===== config.mk =====
export PLATFORM = sky130hd
export DESIGN_NAME = uvsg_front
export DESIGN_NICKNAME = d
export VERILOG_FILES = /design/src/uvsg_pkg.sv /design/src/uvsg_angle_div.sv /design/src/uvsg_front.sv
export SDC_FILE = /design/constraint.sdc
export NUM_CORES = 2
export LEC_CHECK = 0
export BUFFER_PORTS_ARGS = -buffer_cell sky130_fd_sc_hd__buf_4
export CORE_AREA = 2 2 518 520
export CTS_CLUSTER_DIAMETER = 50
export DETAILED_ROUTE_END_ITERATION = 7
export DIE_AREA = 0 0 520 522
export GPL_ROUTABILITY_DRIVEN = 0
export PLACE_DENSITY = 0.8
export SLEW_MARGIN = 30
export SYNTH_ARGS = -nofsm -noshare
export SYNTH_HDL_FRONTEND = slang
export SYNTH_HIERARCHICAL = 1
export SYNTH_SLANG_ARGS = --single-unit

===== constraint.sdc =====
create_clock -name clock -period 15.05 [get_ports clock]
set_input_delay 0 -clock clock [delete_from_list [all_inputs] [get_ports clock]]
set_output_delay 0 -clock clock [all_outputs]
set_load 0.01 [all_outputs]

===== src/uvsg_pkg.sv =====
`timescale 1ns / 1ps
package uvsg_pkg;

   localparam int COUNT_W        = 8;
   localparam int MAX_SEGMENTS   = 255;
   localparam int UNIT_FRAC_BITS = 15;
   localparam int DIV_STAGES     = 40;
   localparam int CORDIC_STEPS   = 30;
   localparam int CORDIC_XY_W    = 34;
   localparam int CORDIC_Z_W     = 33;
   localparam logic signed [CORDIC_XY_W-1:0] CORDIC_START = 34'sd652032874;
   localparam int QUEUE_DEPTH    = 4;

   localparam logic [1:0] REG_RADIUS = 2'd0;
   localparam logic [1:0] REG_SLICES = 2'd1;
   localparam logic [1:0] REG_STACKS = 2'd2;

   // atan(2^-k) in units of 2^-32 turn
   localparam logic [31:0] ATAN_TURN [CORDIC_STEPS] = '{
      32'd536870912, 32'd316933406, 32'd167458907, 32'd85004756, 32'd42667331,
      32'd21354465, 32'd10679838, 32'd5340245, 32'd2670163, 32'd1335087,
      32'd667544, 32'd333772, 32'd166886, 32'd83443, 32'd41722, 32'd20861,
      32'd10430, 32'd5215, 32'd2608, 32'd1304, 32'd652, 32'd326, 32'd163,
      32'd81, 32'd41, 32'd20, 32'd10, 32'd5, 32'd3, 32'd1
   };

   typedef struct packed {
      logic [15:0] radius;
      logic [7:0]  slices;
      logic [7:0]  stacks;
   } cfg_type;

   typedef struct packed {
      logic [15:0] k;
      logic [8:0]  w;
      logic        quad;
   } side_type;

   typedef struct packed {
      logic [31:0] phi;
      logic [31:0] theta;
      side_type    side;
   } item_type;

   typedef struct packed {
      logic signed [16:0] pos_x;
      logic signed [16:0] pos_y;
      logic signed [16:0] pos_z;
      logic [15:0]        vertex_number;
      logic               quad_valid;
      logic [15:0]        tri_one_a;
      logic [15:0]        tri_one_b;
      logic [15:0]        tri_one_c;
      logic [15:0]        tri_two_a;
      logic [15:0]        tri_two_b;
      logic [15:0]        tri_two_c;
   } rsp_type;

   function automatic logic [COUNT_W-1:0] eff_count(input logic [COUNT_W-1:0] c);
      if (c == '0) begin
         return COUNT_W'(1);
      end else if (int'(c) > MAX_SEGMENTS) begin
         return COUNT_W'(MAX_SEGMENTS);
      end else begin
         return c;
      end
   endfunction

endpackage


===== src/uvsg_angle_div.sv =====
`timescale 1ns / 1ps
module uvsg_angle_div (
   input  logic        clock,
   input  logic        en,
   input  logic [7:0]  num,
   input  logic [8:0]  den,
   output logic [31:0] quot
);
   localparam int N = uvsg_pkg::DIV_STAGES;

   logic [8:0]   rem_ff  [N];
   logic [8:0]   rem_in  [N];
   logic [N-1:0] dvd_ff  [N];
   logic [N-1:0] dvd_in  [N];
   logic [31:0]  quot_ff [N];
   logic [31:0]  quot_in [N];

   // restoring long division, one quotient bit per stage
   always_comb begin
      logic [8:0]   r;
      logic [N-1:0] d;
      logic [31:0]  q;
      logic [9:0]   t;
      for (int s = 0; s < N; s++) begin
         if (s == 0) begin
            r = '0;
            d = {num, 24'b0, den[8:1]};
            q = '0;
         end else begin
            r = rem_ff[s-1];
            d = dvd_ff[s-1];
            q = quot_ff[s-1];
         end
         t = {r, d[N-1]};
         if (t >= {1'b0, den}) begin
            rem_in[s]  = 9'(t - {1'b0, den});
            quot_in[s] = {q[30:0], 1'b1};
         end else begin
            rem_in[s]  = t[8:0];
            quot_in[s] = {q[30:0], 1'b0};
         end
         dvd_in[s] = {d[N-2:0], 1'b0};
      end
   end

   always_ff @(posedge clock) begin
      if (en) begin
         rem_ff  <= rem_in;
         dvd_ff  <= dvd_in;
         quot_ff <= quot_in;
      end
   end

   assign quot = quot_ff[N-1];
endmodule


===== src/uvsg_front.sv =====
`timescale 1ns / 1ps
module uvsg_front (
   input  logic               clock,
   input  logic               reset,
   input  logic               en,
   input  logic               in_valid,
   input  logic [7:0]         stack_index,
   input  logic [7:0]         slice_index,
   input  uvsg_pkg::cfg_type  cfg,
   output logic               out_valid,
   output uvsg_pkg::item_type out_item
);
   localparam int N = uvsg_pkg::DIV_STAGES;

   logic [7:0]          sl;
   logic [7:0]          st;
   uvsg_pkg::side_type  side_in;
   logic [31:0]         phi;
   logic [31:0]         theta;
   logic [N-1:0]        vld_ff;
   uvsg_pkg::side_type  side_ff [N];

   assign sl = uvsg_pkg::eff_count(cfg.slices);
   assign st = uvsg_pkg::eff_count(cfg.stacks);

   always_comb begin
      side_in.w    = 9'({1'b0, sl} + 9'd1);
      side_in.k    = 16'(17'(stack_index) * 17'(side_in.w) + 17'(slice_index));
      side_in.quad = (stack_index < st) && (slice_index < sl);
   end

   uvsg_angle_div u_phi_div (
      .clock (clock),
      .en    (en),
      .num   (stack_index),
      .den   ({st, 1'b0}),
      .quot  (phi)
   );

   uvsg_angle_div u_theta_div (
      .clock (clock),
      .en    (en),
      .num   (slice_index),
      .den   ({1'b0, sl}),
      .quot  (theta)
   );

   always_ff @(posedge clock) begin
      if (reset) begin
         vld_ff <= '0;
      end else if (en) begin
         vld_ff <= {vld_ff[N-2:0], in_valid};
      end
   end

   always_ff @(posedge clock) begin
      if (en) begin
         side_ff[0] <= side_in;
         for (int s = 1; s < N; s++) begin
            side_ff[s] <= side_ff[s-1];
         end
      end
   end

   assign out_valid = vld_ff[N-1];
   assign out_item  = '{phi: phi, theta: theta, side: side_ff[N-1]};
endmodule


* Word-level counts from Yosys, hierarchy flattened *
Memories as Yosys holds them, arrays and structs flattened.
Cells that the tools add are included.

cells by class
  multiplexer cells = 146
  reductions and logical operators = 3
  add/sub/neg operators = 80
  $lt $le $gt $ge = 82
  multipliers = 1

operators by type and width
  operator                                                        number
  9-bit 2-to-1 mux                                                76
  10-bit by 8-bit >= comparator with 1-bit output                 39
  10-bit by 9-bit >= comparator with 1-bit output                 39
  9-bit by 8-bit subtractor with 9-bit output                     38
  9-bit subtractor                                                38
  1-bit 2-to-1 mux                                                68
  16-bit by 8-bit adder with 16-bit output                        1
  8-bit logical NOT                                               2
  8-bit less-than comparator                                      2
  8-bit by 9-bit multiplier with 16-bit output                    1
  8-bit 2-to-1 mux                                                2
  8-bit by 1-bit adder with 9-bit output (second input constant)  1
  1-bit by 9-bit >= comparator with 1-bit output                  1
  1-bit by 8-bit subtractor with 9-bit output                     1
  1-bit by 9-bit subtractor with 9-bit output                     1
  1-bit by 8-bit >= comparator with 1-bit output                  1
  1-bit logical AND                                               1

word-level totals
  memory bits (writable) = 1,040
  output and inout port bits = 91
  input bits = 52
  memories kept = 1
  word-level logic and storage cells = 585
  bits in registers = 2,390

memory list
  name     words  bits a word  rd ports  clocked after Yosys merged registers in  write ports  RTL line          RTL
  side_ff  40     26           40        0                                        40           uvsg_front.sv:21  uvsg_pkg::side_type side_ff [N];

* Longest topological paths before layout *
  depth in word-level cells = 5
  gate-level depth with buffers = 19
  depth with buffers taken out = 19

* Cells and area by module *
Netlist, hierarchy kept.

modules (own cells, without submodules)
  module                         seq. area each (um2)  cells each  area each (um2)  instances
  uvsg_angle_div at u_phi_div    35,764.3              3,686       54,810.1         1
  uvsg_angle_div at u_theta_div  35,764.3              3,604       54,643.7         1
  uvsg_front                     32,030.7              1,581       36,028.3         1

* Worst setup path after synthesis *
Ideal clock, no wire load.

  path kind = input-to-reg
  from = in cfg[9] (netlist name)
  to = reg u_theta_div/rem_ff[10] (netlist name) (data pin)
  arrival = 4.859 ns
  setup slack = 9.931 ns
  library setup time = 0.260 ns
  required time = 14.790 ns
  path buffers = 1
  cell stages on the path = 9
  cells stage by stage = clkbuf_1 inv_1 fa_1 a211oi_1 o21bai_1 a21oi_1 nor2_1 a21boi_2 mux2_2

RTL lines
  item                  RTL line              RTL
  from (decl)           uvsg_front.sv:9       input uvsg_pkg::cfg_type cfg,
  to (signal assigned)  uvsg_angle_div.sv:48  rem_ff <= rem_in;
  to (decl)             uvsg_angle_div.sv:11  logic [8:0] rem_ff [N];

==> out/results.ini <==
[floorplan]
die_x_um = 520
die_y_um = 522
floorplan.initialDensity = 0.5459
top_level_ports = 143
die_area_um2 = 271400
fp-row-count = 190
fp.coreArea_um2 = 266500

[setup_path]
worstSetupStartpointType = input port
worstSetupEndpointType = flop
worst-endpoint-arrival_ns = 6.24
timing.critical_path.from = cfg[9]
crit-reg2reg-launch = u_theta_div/dvd_ff[1359]$_DFFE_PP_
critical_path_class = input port to flop
required_ns = 15.80
cp_max_fanout = 34

[placed_design]
place_hpwl_mm = 139.1
placed_cell_area_um2 = 150700
io_buffers = 126

[clocking]
clockBufferDepth = 4
cts_made_buffers = 367
clock_latency_ns = 0.92
htreeDepth = 5
cts_root_buf = sky130_fd_sc_hd__clkbuf_16
clock_pin_slew_of_the_registers_on_the_worst_case_setup_and_hold_paths_ns = 0.06
clkSinkCount = 3462
cts.repair_timing.setup_buffer_count = 0
tritoncts = built

[timing]
timing.final.crit_share = 0.3648
timing.setup.tns_ns = 0
final_hold_viol_count = 0
fin_worst_skew_ns = 0.04595
relSlewSlack = 0.3026
slew_violations = 0
post_route_minimum_period_ns = 5.490
maxClockFrequency_mhz = 182.2
unrepaired_setup_endpoints_after_global_routing = no
setup_viol = 0
worst_slew_pin_slew_ns = 1.046

[global_route]
grt_antenna_before_repair = 2
grt_pass1_vias = 76020
globalRouteOverflowTotal = 0
gr-usage-all-layers = 0.1708
grt_pass1_wl_mm = 381.8
grt_start_max_net_pins = 217

[yosys]
synth_enable_flop_cells = 3422
mapped_area_um2 = 145500
synth.avg_cell_area_um2 = 16.40
synth_ff_type = sky130_fd_sc_hd__edfxtp_1
netlist_instances = 8871
yosysUniqueCellTypes = 93
synth.yosys.seq_area_share = 0.7118
synth_warnings = 6
synth-seq-cells = 3462
synthArstFlopShare = 0

[power]
fin_total_pwr_mw = 31.61
fraction_of_power_consumed_by_sequential_logic = 0.429
total_leakage_power_nw = 59.59
comb_power_share = 0.293
switching_share = 0.2999
power.share.clock = 0.278
peakVddDrop_mv = 0.1135
p_int_mw = 22.13
power.net_switching_mw = 9.482
power_density_nw_per_um2 = 193.2

[routing]
number_of_routed_nets_with_antenna_violations = 0
totalWireLength_mm = 236.1
vias_per_cell = 5.630
drt_pass1_iterations = 8
routed_wire_length_per_instance_um = 17.81
drtIter0Drc = 6226
drt_drc_violations_left = 10
total_via_count_in_the_routed_design = 74630

[status]
run_status = finished with violations
failed_checks = design-rule violations

[worst_hold_path]
worst_hold_path_type = input port to flop
min_from = cfg[8]

[cells_and_area]
layout.filler_cells = 18280
design_area_um2 = 163600
final_cell_mix = sky130_fd_sc_hd__edfxtp_1 (3422), sky130_fd_sc_hd__ha_1 (756), sky130_fd_sc_hd__nor2_1 (467)
synthToLayoutAreaGrowth_pct = 12.44
mostFrequentLayoutCell = sky130_fd_sc_hd__edfxtp_1
final_net_count = 10330
post_route_cells_drive_above_1_share = 0.1343

[job]
max_cap_violations = 0

-- routing by layer --
metal,global-route usage,part of all wire
met4,0.06725,0.033
met3,0.02731,0.053
met5,0,0
met1,0.2222,0.42
met2,0.2887,0.49
-- stage by stage --
stage | setup WS (ns) | hold WS [ns] | util | instances
2_1_floorplan | 9.931 | 0.09887 | - | 8920
3_3_place_gp | 9.448 | 0.2232 | 0.5652 | 12510
3_5_place_dp | 9.328 | 0.2124 | 0.5654 | 12510
4_1_cts | 9.750 | 0.01132 | 0.6133 | 13250
5_1_grt | 9.333 | 0.1040 | 0.6138 | 13260
6_report | 9.560 | 0.1353 | 0.6138 | 13260
-- kinds of logic after synthesis --
kind of cell,count (synthesis),share of synthesized area
compound gates,1561,0.07522
xor+xnor,397,0.02421
fa+ha+maj,881,0.08222
buf+inv,534,0.01653
flops,3462,0.7118
mux,482,0.03654
other cells,1,0.00002578
simple gates,1553,0.05342
-- worst paths after layout --
check	end	slack, ns	cells past startpoint
worst max-delay path	side_ff[0][22]$_DFFE_PP_	9.56	17
worst min-delay path	side_ff[0][2]$_DFFE_PP_	0.14	3
worst max register to register	u_theta_div/rem_ff[295]$_DFFE_PP_	11.72	9
worst min register to register	u_phi_div/quot_ff[677]$_DFFE_PP_	0.37	0
-- flip-flops by register name, summed over array words and instances (netlist names) --
| register | flops |
|---|---|
| u_phi_div/dvd_ff | 312 |
| u_theta_div/quot | 32 |
| u_phi_div/rem_ff | 351 |
| vld_ff | 40 |
| u_phi_div/quot_ff | 496 |
| u_theta_div/quot_ff | 496 |
| u_theta_div/rem_ff | 351 |
| u_theta_div/dvd_ff | 312 |
| u_phi_div/quot | 32 |
| side_ff | 1040 |
-- power by group through the flow --
stage | combinational [mW] | sequential (mW) | clock [mW]
floorplan | 7.21 | 13.4 | 0
global placement | 8.40 | 13.7 | 0
detailed placement | 8.94 | 13.7 | 0
CTS | 9.10 | 13.6 | 9.04
global route | 10.2 | 13.7 | 9.40
finish | 9.26 | 13.6 | 8.78
-- layout make-up --
class | instances | area (µm²) | share of cell area
tap | 3552 | 4444 | 0.02717
clock buffer | 414 | 9403 | 0.05748
multi-input combinational | 4924 | 39730 | 0.2429
inverter | 384 | 1441 | 0.008812
sequential | 3462 | 103600 | 0.6331
clock inverter | 259 | 2670 | 0.01632
timing repair buffer | 258 | 2328 | 0.01423
antenna | 2 | 5.005 | 0.00003060
-- critical path, cell delays in order --
cell,delay (ns)
sky130_fd_sc_hd__dlygate4sd3_1,0.53
sky130_fd_sc_hd__buf_4,0.66
sky130_fd_sc_hd__nand4_4,0.25
sky130_fd_sc_hd__xnor2_1,0.86
sky130_fd_sc_hd__and2_1,0.25
sky130_fd_sc_hd__fa_1,0.45
sky130_fd_sc_hd__fa_1,0.54
sky130_fd_sc_hd__fa_1,0.56
sky130_fd_sc_hd__inv_1,0.06
sky130_fd_sc_hd__fa_1,0.55
sky130_fd_sc_hd__inv_1,0.04
sky130_fd_sc_hd__ha_1,0.33
sky130_fd_sc_hd__o21ai_0,0.17
sky130_fd_sc_hd__nor2_1,0.09
sky130_fd_sc_hd__a211oi_1,0.39
sky130_fd_sc_hd__mux2_2,0.39
sky130_fd_sc_hd__nand3_1,0.10
-- Yosys cell counts, types with 14 or more instances --
cell / n / area share
sky130_fd_sc_hd__a31oi_1: 60 / 0.0026
sky130_fd_sc_hd__a21o_1: 148 / 0.0076
sky130_fd_sc_hd__o31a_1: 51 / 0.0031
sky130_fd_sc_hd__nor3_4: 19 / 0.0021
sky130_fd_sc_hd__o32ai_1: 24 / 0.0014
sky130_fd_sc_hd__xnor2_1: 276 / 0.017
sky130_fd_sc_hd__inv_1: 383 / 0.0099
sky130_fd_sc_hd__a221o_1: 18 / 0.0012
sky130_fd_sc_hd__nand3b_1: 17 / 0.00088
sky130_fd_sc_hd__a41o_1: 16 / 0.0011
sky130_fd_sc_hd__buf_4: 93 / 0.0048
sky130_fd_sc_hd__o21bai_1: 50 / 0.0026
sky130_fd_sc_hd__xor2_1: 118 / 0.0071
sky130_fd_sc_hd__nand2b_1: 57 / 0.0025
sky130_fd_sc_hd__mux2i_1: 107 / 0.0074
sky130_fd_sc_hd__o211ai_1: 18 / 0.00093
sky130_fd_sc_hd__o21ai_2: 23 / 0.0014
sky130_fd_sc_hd__o31ai_1: 33 / 0.0017
sky130_fd_sc_hd__nand2_1: 297 / 0.0077
sky130_fd_sc_hd__clkbuf_1: 29 / 0.00075
sky130_fd_sc_hd__dfxtp_1: 40 / 0.0055
sky130_fd_sc_hd__o21ai_4: 20 / 0.0022
sky130_fd_sc_hd__a211oi_1: 52 / 0.0027
sky130_fd_sc_hd__nand3_1: 122 / 0.0042
sky130_fd_sc_hd__nand4_1: 67 / 0.0029
sky130_fd_sc_hd__ha_1: 756 / 0.065
sky130_fd_sc_hd__a221oi_1: 20 / 0.0012
sky130_fd_sc_hd__nor2_1: 467 / 0.012
sky130_fd_sc_hd__fa_1: 125 / 0.017
sky130_fd_sc_hd__a311oi_2: 14 / 0.0014
sky130_fd_sc_hd__a21oi_1: 344 / 0.012
sky130_fd_sc_hd__buf_2: 23 / 0.00079
sky130_fd_sc_hd__o21ai_0: 353 / 0.012
sky130_fd_sc_hd__o2111ai_1: 17 / 0.0010
sky130_fd_sc_hd__edfxtp_1: 3422 / 0.71
sky130_fd_sc_hd__a21boi_0: 22 / 0.0011
sky130_fd_sc_hd__nor2b_1: 145 / 0.0062
sky130_fd_sc_hd__mux2_2: 368 / 0.028
sky130_fd_sc_hd__o21a_1: 150 / 0.0077
sky130_fd_sc_hd__and2_1: 52 / 0.0022
sky130_fd_sc_hd__nor3_1: 158 / 0.0054
sky130_fd_sc_hd__or2_2: 36 / 0.0015
sky130_fd_sc_hd__and3_1: 52 / 0.0022
sky130_fd_sc_hd__o311a_1: 16 / 0.0011
-- repair_timing --
action | in CTS | in global routing
resized for setup | 0 | 0
hold endpoints to repair | 262 | 0
hold buffers | 69 | 0
Note: power is estimated with default switching activity, not from simulation.
