<file path="src/uvsg_pkg.sv">
`timescale 1ns / 1ps
package uvsg_pkg;

   localparam int COUNT_W        = 8;
   localparam int MAX_SEGMENTS   = 255;
   localparam int UNIT_FRAC_BITS = 15;
   localparam int DIV_STAGES     = 40;
   localparam int CORDIC_STEPS   = 30;
   localparam int CORDIC_XY_W    = 34;
   localparam int CORDIC_Z_W     = 33;
   localparam logic signed [CORDIC_XY_W-1:0] CORDIC_START = 34'sd652032874;
   localparam int QUEUE_DEPTH    = 4;

   localparam logic [1:0] REG_RADIUS = 2'd0;
   localparam logic [1:0] REG_SLICES = 2'd1;
   localparam logic [1:0] REG_STACKS = 2'd2;

   // atan(2^-k) in units of 2^-32 turn
   localparam logic [31:0] ATAN_TURN [CORDIC_STEPS] = '{
      32'd536870912, 32'd316933406, 32'd167458907, 32'd85004756, 32'd42667331,
      32'd21354465, 32'd10679838, 32'd5340245, 32'd2670163, 32'd1335087,
      32'd667544, 32'd333772, 32'd166886, 32'd83443, 32'd41722, 32'd20861,
      32'd10430, 32'd5215, 32'd2608, 32'd1304, 32'd652, 32'd326, 32'd163,
      32'd81, 32'd41, 32'd20, 32'd10, 32'd5, 32'd3, 32'd1
   };

   typedef struct packed {
      logic [15:0] radius;
      logic [7:0]  slices;
      logic [7:0]  stacks;
   } cfg_type;

   typedef struct packed {
      logic [15:0] k;
      logic [8:0]  w;
      logic        quad;
   } side_type;

   typedef struct packed {
      logic [31:0] phi;
      logic [31:0] theta;
      side_type    side;
   } item_type;

   typedef struct packed {
      logic signed [16:0] pos_x;
      logic signed [16:0] pos_y;
      logic signed [16:0] pos_z;
      logic [15:0]        vertex_number;
      logic               quad_valid;
      logic [15:0]        tri_one_a;
      logic [15:0]        tri_one_b;
      logic [15:0]        tri_one_c;
      logic [15:0]        tri_two_a;
      logic [15:0]        tri_two_b;
      logic [15:0]        tri_two_c;
   } rsp_type;

   function automatic logic [COUNT_W-1:0] eff_count(input logic [COUNT_W-1:0] c);
      if (c == '0) begin
         return COUNT_W'(1);
      end else if (int'(c) > MAX_SEGMENTS) begin
         return COUNT_W'(MAX_SEGMENTS);
      end else begin
         return c;
      end
   endfunction

endpackage

</file>
<file path="src/uvsg_queue.sv">
`timescale 1ns / 1ps
module uvsg_queue (
   input  logic               clock,
   input  logic               reset,
   input  logic               push,
   input  uvsg_pkg::item_type push_item,
   input  logic               pop,
   output uvsg_pkg::item_type head,
   output logic               not_empty,
   output logic               has_space
);
   localparam int D  = uvsg_pkg::QUEUE_DEPTH;
   localparam int AW = $clog2(D);

   uvsg_pkg::item_type mem_ff [D];
   logic [AW-1:0]      wr_ptr_ff;
   logic [AW-1:0]      rd_ptr_ff;
   logic [AW:0]        count_ff;

   always_ff @(posedge clock) begin
      if (reset) begin
         wr_ptr_ff <= '0;
         rd_ptr_ff <= '0;
         count_ff  <= '0;
      end else begin
         if (push) begin
            wr_ptr_ff <= AW'(wr_ptr_ff + 1'b1);
         end
         if (pop) begin
            rd_ptr_ff <= AW'(rd_ptr_ff + 1'b1);
         end
         if (push && !pop) begin
            count_ff <= (AW+1)'(count_ff + 1'b1);
         end else if (pop && !push) begin
            count_ff <= (AW+1)'(count_ff - 1'b1);
         end
      end
   end

   always_ff @(posedge clock) begin
      if (push) begin
         mem_ff[wr_ptr_ff] <= push_item;
      end
   end

   assign head      = mem_ff[rd_ptr_ff];
   assign not_empty = (count_ff != '0);
   assign has_space = (count_ff < (AW+1)'(D));
endmodule

</file>
<file path="config.mk">
export PLATFORM = sky130hd
export DESIGN_NAME = uvsg_queue
export DESIGN_NICKNAME = d
export VERILOG_FILES = /design/src/uvsg_pkg.sv /design/src/uvsg_queue.sv
export SDC_FILE = /design/constraint.sdc
export NUM_CORES = 1
export LEC_CHECK = 0
export ABC_CLOCK_PERIOD_IN_PS = 3100
export BUFFER_PORTS_ARGS = -buffer_cell sky130_fd_sc_hd__buf_2
export CORE_MARGIN = 4
export CORE_UTILIZATION = 40
export CTS_CLUSTER_SIZE = 25
export DETAILED_ROUTE_END_ITERATION = 16
export GPL_TIMING_DRIVEN = 0
export MAX_ROUTING_LAYER = met4
export PLACE_DENSITY = 0.66
export SKIP_CTS_REPAIR_TIMING = 1
export SYNTH_ARGS = -nofsm -noshare
export SYNTH_HDL_FRONTEND = slang
export SYNTH_SLANG_ARGS = --single-unit
</file>
<file path="constraint.sdc">
create_clock -name clock -period 3.1 [get_ports clock]
set_clock_uncertainty 0.2 [all_clocks]
set_input_delay 0.465 -clock clock [delete_from_list [all_inputs] [get_ports clock]]
set_output_delay 0.465 -clock clock [all_outputs]
set_load 0.01 [all_outputs]
</file>
Yosys cells after proc, flatten, opt, wreduce, memory -nomap -nowiden --
Memories as Yosys holds them, arrays and structs flattened. A register that Yosys moved wholly into a read port is not among the register bits. Index checks and enable logic that the tools add are counted.
Word-level totals: flip-flop bits (word level) 7, input port bits 94, memory bits (writable) 360, memories 1, logic and storage cells 21
Cells by class: reductions and logical operators 6, magnitude comparators 1, add/subtract/negate cells 4, muxes and demuxes 6
Memory list:
- mem_ff | words 4, width 90, read ports 1, clocked after Yosys merged registers in 1, wr ports 1, line uvsg_queue.sv:15 | uvsg_pkg::item_type mem_ff [D];
Operators with widths (number):
- 3-bit 2-to-1 mux | 2
- 2-bit by 1-bit adder with 2-bit output (second input constant) | 2
- 2-bit 2-to-1 mux | 2
- 3-bit by 1-bit adder with 3-bit output (second input constant) | 1
- 3-bit < comparator (second input constant) | 1
- 3-bit nonzero test | 1
- 3-bit by 1-bit subtractor with 3-bit output (second input constant) | 1
- 1-bit logical AND | 2
- 1-bit zero test | 2
- 1-bit 2-to-1 mux | 2
- 2-bit nonzero test | 1

Longest topological paths before layout --
Gate-level depths: netlist (run 1).
word-level depth 4, gate-level depth with buffers 7, depth with buffers taken out 7

Least setup slack after synthesis (run 1) --
Ideal clock, no wire load.
kind register to register, from reg wr_ptr_ff[0], to mem mem_ff[0][0] (netlist bit) (enable), stages on the path, launching flop included 4, arrival time 2.630 ns, data required time 2.442 ns, slack -0.188 ns, clock period less this slack 3.288 ns, cells stage by stage dfxtp_1 > inv_1 > ha_1 > and2_1
RTL lines:
- start: declaration | line uvsg_queue.sv:16 | logic [AW-1:0] wr_ptr_ff;
- start signal: assignment | line uvsg_queue.sv:27 | wr_ptr_ff <= AW'(wr_ptr_ff + 1'b1);
- end: declaration | line uvsg_queue.sv:15
No word-level cell before the write port.

==> out/summary.txt, run 1 <==
Total I/O pin count = 186
Cell with the largest stage delay on the worst path = sky130_fd_sc_hd__dfxtp_1
Element type at the critical path end = output port
Violation count after the first detailed-route iteration = 236
I/O Buffers = 184
Total count of hold-check failures in the final report = 0
Setup repair after global routing missed its margin = no
Startpoint of the worst register-to-register path = wr_ptr_ff[0]
Total power per unit cell area = 658 mW/mm^2
Pin count of the biggest net entering global routing = 50
Placer congestion estimate = 0.685
Most area-consuming cells after synthesis = sky130_fd_sc_hd__edfxtp_1, sky130_fd_sc_hd__mux4_2, sky130_fd_sc_hd__buf_12
Placeable Area = 0.0334 sq mm
Kind of critical path = register to output port
Overflow after GRT = 0
Min Hold Slack = 0.0839 ns
Number of antenna violations at the first check in global routing = 3
Distinct cell type count after synthesis = 20
Total CTS buffers = 39
CTS tree = built
Run status = complete, no violations
Number of iterations in the first detailed-routing pass = 4
Layout overhead on the synthesized area = 27.4%
Sum of internal, switching and leakage power = 11.3 mW
Mapped Area = 0.0135 sq mm
Vias per Instance = 4.90
Syn nets = 614
Yosys Warn Count = 0
Share of final-layout standard cells stronger than drive strength 1 = 41.0%
Peak Freq = 361 MHz
Cells along the critical path = buf_2, mux4_2, buf_2
Average wire per standard cell = 19.9 um
Number of maximum-capacitance violations = 0
Vias in the first global route = 6614
Min-delay worst type = primary input to register
Total number of placement rows = 67
Overall global routing resource usage = 14.0%
Root buffer cell = sky130_fd_sc_hd__clkbuf_16
Later-pin clock latency in the skew report = 0.51 ns
Reg-to-reg setup timing slack = 0.92 ns
Final setup fails = 0
Largest incremental delay on the critical path = 0.65 ns
Avg Synthesized Cell Area = 26.3 sq um
Number of pins exceeding their max-slew limit in the final report = 0
Count of state elements after synthesis = 369
Floorplan die width = 192 um
Clock input transition at the sequential cells of the worst setup and hold paths = 0.06 ns
Startpoint Class = register
Routed vias = 6409
Final critical-path share of the clock period = 89.3%
CTS H-tree depth = 2
Actual slew at the worst max-slew pin = 0.845 ns
Arrival time worst endpoint = 2.10 ns
Minimum clock period after layout = 2.77 ns
Max FO, Critical Path = 10
Leakage = 5.87 nW
Leading area contributor after synthesis = sky130_fd_sc_hd__edfxtp_1
Area share of the largest cell type after synthesis = 80.1%
Maximum root-to-sink buffer count = 3
Peak ir drop on the vdd network = 0.000481 V
Sequential share of the synthesized area = 81.4%
Rel. slew slack = 43.7%
Clock sinks = 369
NumNets Final = 932
Start point of the worst hold path = pop
Antenna Violating Nets Remaining = 0
Die Area = 0.0368 sq mm
Wire length of the first global-routing pass = 38.2 mm
Final-layout fill cell count = 2652
Half-perimeter wire length of the detailed placement result = 15.2 mm
Initial core utilization = 40.4%
Height of the chip = 192 um
Cell mode on critical path = sky130_fd_sc_hd__buf_2
Cell count after synthesis = 514
Worst endpoint required time = 2.43 ns
Total wire length = 26.0 mm
Post-route DRC = 0
## final cells by class
| cell class | count | area, sq um | share of cell area (%) |
|---|---|---|---|
| tap | 448 | 561 | 3.26 |
| multi-input combinational | 119 | 2260 | 13.1 |
| clock buffer | 52 | 1080 | 6.26 |
| timing repair buffer | 278 | 1930 | 11.2 |
| sequential | 369 | 11000 | 63.9 |
| inverter | 5 | 18.8 | 0.109 |
| antenna | 3 | 7.51 | 0.0436 |
| clock inverter | 14 | 119 | 0.691 |
| buffer | 20 | 240 | 1.40 |
## worst max-delay path, delay by kind of cell, from the launching register on
family,cells,cell delay (ns)
buf+inv,2,0.59
flops,1,0.65
mux,1,0.35
## synth_stat cells
cell type	n
sky130_fd_sc_hd__buf_12	9
sky130_fd_sc_hd__nand2_1	1
sky130_fd_sc_hd__fa_1	1
sky130_fd_sc_hd__edfxtp_1	360
sky130_fd_sc_hd__a21oi_1	1
sky130_fd_sc_hd__o21ai_0	1
sky130_fd_sc_hd__or3_1	2
sky130_fd_sc_hd__buf_1	1
sky130_fd_sc_hd__clkbuf_1	1
sky130_fd_sc_hd__ha_1	5
sky130_fd_sc_hd__nor2_1	7
sky130_fd_sc_hd__mux4_2	90
sky130_fd_sc_hd__dfxtp_1	9
sky130_fd_sc_hd__xor2_1	3
sky130_fd_sc_hd__mux2i_1	2
sky130_fd_sc_hd__xnor2_1	2
sky130_fd_sc_hd__buf_6	1
sky130_fd_sc_hd__buf_2	9
sky130_fd_sc_hd__inv_1	5
sky130_fd_sc_hd__and2_1	4
## per-stage QoR
| step | setup WS (ns) | TNS (ns) | area (sq um) | cells | utilization, % |
|---|---|---|---|---|---|
| 6_report | 0.333 | 0 | 17200 | 1308 | 51.4 |
| 2_1_floorplan | 0.804 | 0 | 13500 | 514 | - |
| 3_3_place_gp | -0.282 | -93.54 | 15000 | 1146 | 44.8 |
| 5_1_grt | 0.0989 | 0 | 17200 | 1308 | 51.4 |
| 3_5_place_dp | 0.533 | 0 | 15100 | 1150 | 45.2 |
| 4_1_cts | -0.0410 | -0.247 | 16300 | 1216 | 48.7 |
## registers in the layout, indices dropped and copies added, names as in the netlist, named ones only
register   flops
rd_ptr_ff      2
wr_ptr_ff      2
count_ff       3
mem_ff       360
## final timing paths
check,depth (start not counted),end
worst min register to register,2,count_ff[2]
worst max-delay path,3,head[84]
worst min-delay path,3,register
worst max register to register,4,mem_ff[2][72]
## report_power, final
group | switching [mW] | internal [mW] | leakage, nW
clock network | 1.75 | 2.59 | 0.582
logic | 0.604 | 0.596 | 1.90
registers | 0.0569 | 5.73 | 3.38
## cells by family (layout without fill, tap and decap cells)
family          count (synthesis)  after routing  share of synthesized area, %
flops                         369            369                          81.4
mux                            92             92                          15.2
simple gates                   14             14                         0.500
buf+inv                        26            369                          1.95
xor+xnor                        5              5                         0.324
compound gates                  2              2                        0.0741
fa+ha+maj                       6              6                         0.612
other cells                     0              3                             0
## per-layer routing
layer	GRT usage [%]	wire length [um]	up-vias
met5	-	0	-
met4	3.70	480	0
met2	22.7	13000	177
met3	3.56	1540	44
met1	17.9	11100	3346
li1	-	-	2842
## placed cells by master (no fill, tap or decap)
cell and n:
sky130_fd_sc_hd__or3_1 2, sky130_fd_sc_hd__buf_12 9, sky130_fd_sc_hd__nand2_1 1, sky130_fd_sc_hd__inv_1 5, sky130_fd_sc_hd__nor2_1 7, sky130_fd_sc_hd__clkinv_2 4
sky130_fd_sc_hd__buf_2 193, sky130_fd_sc_hd__buf_6 1, sky130_fd_sc_hd__inv_6 1, sky130_fd_sc_hd__edfxtp_1 360, sky130_fd_sc_hd__diode_2 3, sky130_fd_sc_hd__buf_16 4
sky130_fd_sc_hd__mux4_2 90, sky130_fd_sc_hd__xor2_1 3, sky130_fd_sc_hd__clkbuf_8 1, sky130_fd_sc_hd__and2_4 4, sky130_fd_sc_hd__bufinv_16 2, sky130_fd_sc_hd__xnor2_1 2
sky130_fd_sc_hd__dfxtp_1 9, sky130_fd_sc_hd__clkinv_1 6, sky130_fd_sc_hd__ha_1 5, sky130_fd_sc_hd__clkinvlp_4 1, sky130_fd_sc_hd__o21ai_0 1, sky130_fd_sc_hd__fa_1 1
sky130_fd_sc_hd__mux2i_1 2, sky130_fd_sc_hd__dlygate4sd3_1 90, sky130_fd_sc_hd__clkbuf_16 41, sky130_fd_sc_hd__clkbuf_1 11, sky130_fd_sc_hd__a21oi_1 1
Note: power is estimated with default switching activity, not from simulation.
==> run 2, diff against run 1 <==
--- a/config.mk
+++ b/config.mk
@@ -14,6 +14,7 @@
 export GPL_TIMING_DRIVEN = 0
 export MAX_ROUTING_LAYER = met4
 export PLACE_DENSITY = 0.66
+export RECOVER_POWER = 25
 export SKIP_CTS_REPAIR_TIMING = 1
 export SYNTH_ARGS = -nofsm -noshare
 export SYNTH_HDL_FRONTEND = slang
==> run 2 against run 1 <==
Against the previous run:
- register-to-register slack is essentially flat
- flip-flop and latch count did not move
- utilization down 0.19 points
- largest cell class unchanged
- highest routed layer unchanged
==> out/summary.txt, run 2 (synthesized netlist as in run 1, its figures left out) <==
Number of cells traversed by the worst hold path = 3
Total wire length = 26.0 mm
Vias in the first global route = 6614
Peak ir drop on the vdd network = 0.000478 V
Post-route DRC = 0
Number of iterations in the first detailed-routing pass = 4
Routed vias = 6388
Relative contribution of combinational cells to total power = 10.5%
Reg-to-reg setup timing slack = 0.92 ns
Maximum root-to-sink buffer count = 3
Total net switching power = 2.40 mW
Startpoint of the worst register-to-register path = wr_ptr_ff[0]
Number of pins exceeding their max-slew limit in the final report = 0
Reg2reg path depth = 4
Rel. slew slack = 43.6%
CTS H-tree depth = 2
Min Hold Slack = 0.0881 ns
Antenna Violating Nets Remaining = 0
Placeable Area = 0.0334 sq mm
Element type at the critical path end = output port
Share of final-layout standard cells stronger than drive strength 1 = 34.9%
Vias per Instance = 4.88
I/O Buffers = 184
Number of maximum-capacitance violations = 0
Average wire per standard cell = 19.9 um
Reg area = 0.0110 sq mm
Initial core utilization = 40.4%
Share of total power consumed by net switching = 21.2%
Sequential power share = 51.2%
Start point of the worst hold path = pop
Total I/O pin count = 186
Least setup slack across all paths after layout = 0.327 ns
Floorplan die width = 192 um
Worst endpoint required time = 2.43 ns
CTS tree = built
Overflow after GRT = 0
Placer congestion estimate = 0.685
Min-delay worst type = primary input to register
Violation count after the first detailed-route iteration = 233
Peak Freq = 361 MHz
Overall global routing resource usage = 14.0%
Clock sinks = 369
Critical R2R Capture = mem_ff[2][72]
Setup repair after global routing missed its margin = no
Height of the chip = 192 um
Layout overhead on the synthesized area = 26.9%
Later-pin clock latency in the skew report = 0.51 ns
Root buffer cell = sky130_fd_sc_hd__clkbuf_16
Total count of hold-check failures in the final report = 0
Internal cell power = 8.91 mW
Minimum clock period after layout = 2.77 ns
Number of flip-flops in the largest register = 360
Commonest cells after routing, fill and taps aside = sky130_fd_sc_hd__edfxtp_1, sky130_fd_sc_hd__buf_2, sky130_fd_sc_hd__mux4_2, sky130_fd_sc_hd__dlygate4sd3_1, sky130_fd_sc_hd__clkbuf_1
Kind of critical path = register to output port
Arrival time worst endpoint = 2.11 ns
Leakage = 5.72 nW
Run status = complete, no violations
Actual slew at the worst max-slew pin = 0.846 ns
Die Area = 0.0368 sq mm
Final setup fails = 0
Clock input transition at the sequential cells of the worst setup and hold paths = 0.06 ns
Cell area reported after detailed placement = 0.0151 sq mm
Clock share of power = 38.3%
Total number of placement rows = 67
Half-perimeter wire length of the detailed placement result = 15.2 mm
Total power per unit cell area = 660 mW/mm^2
Final critical-path share of the clock period = 89.5%
Final-layout fill cell count = 2687
Wire length of the first global-routing pass = 38.2 mm
Total CTS buffers = 39
Leading cell type in the layout, fill and taps excluded = sky130_fd_sc_hd__edfxtp_1
Registers with the most flip-flops = mem_ff: 360 flops, count_ff: 3 flops
Largest register by flop count = mem_ff
Number of antenna violations at the first check in global routing = 3
NumNets Final = 932
Max FO, Critical Path = 10
Startpoint Class = register
Pre-CTS worst setup slack = 0.533 ns
Area of all placed cells without fillers = 0.0171 sq mm
Pin count of the biggest net entering global routing = 50
Area of the multi-input gates = 0.00226 sq mm
==> run 2: cell count changes in the layout (fill, tap and decap cells not counted) <==
| cell | change |
|---|---|
| sky130_fd_sc_hd__clkbuf_1 | +52 |
| sky130_fd_sc_hd__buf_2 | -52 |
==> run 2: layer usage <==
layer | track usage (%) | wire [um] | vias to the layer above
met5 | - | 0 | -
met4 | 3.70 | 471 | 0
met3 | 3.56 | 1560 | 45
met2 | 22.7 | 13000 | 166
met1 | 17.9 | 11000 | 3333
li1 | - | - | 2844
==> run 2: worst max-delay path by stage <==
| stage | cells after the start | endpoint | slack, ns |
|---|---|---|---|
| global route | 3 | head[84] | 0.1 |
| floorplan | 3 | mem_ff[2][0] | 0.80 |
| detailed placement | 4 | head[84] | 0.53 |
| CTS | 4 | head[75] | -0.04 |
| global placement | 2 | mem_ff[1][47] | -0.28 |
| finish | 3 | head[84] | 0.33 |
==> run 2: worst max-delay path, cell delays in order (launching register included) <==
cell,delay (ns)
sky130_fd_sc_hd__dfxtp_1,0.66
sky130_fd_sc_hd__buf_2,0.41
sky130_fd_sc_hd__mux4_2,0.35
sky130_fd_sc_hd__buf_2,0.18
==> run 2: area by class of cell <==
cell class / instances / area share [%]
Inverter: 5 / 0.109
Clock buffer: 52 / 6.28
Clock inverter: 14 / 0.693
Sequential cell: 369 / 64.1
Timing Repair Buffer: 278 / 10.9
Buffer: 20 / 1.40
Multi-Input combinational cell: 119 / 13.2
Antenna cell: 3 / 0.0438
Tap cell: 448 / 3.27
==> run 2: power groups by stage <==
| stage | logic [mW] | registers (mW) | clock network (mW) |
|---|---|---|---|
| 5_1_grt | 1.29 | 5.81 | 4.69 |
| 3_5_place_dp | 1.14 | 5.89 | 0 |
| 6_report | 1.19 | 5.79 | 4.34 |
| 2_1_floorplan | 0.667 | 5.88 | 0 |
| 3_3_place_gp | 1.11 | 5.90 | 0 |
| 4_1_cts | 1.15 | 5.79 | 4.47 |
==> run 2: per-stage QoR <==
step / setup TNS, ns / instances / power [mW] / util (%)
final: 0 / 1308 / 11.3 / 51.2
after global routing: 0 / 1308 / 11.8 / 51.2
after CTS: -0.247 / 1216 / 11.4 / 48.7
after detailed placement: 0 / 1150 / 7.03 / 45.2
after global placement: -93.54 / 1146 / 7.00 / 44.8
after floorplan: 0 / 514 / 6.55 / -
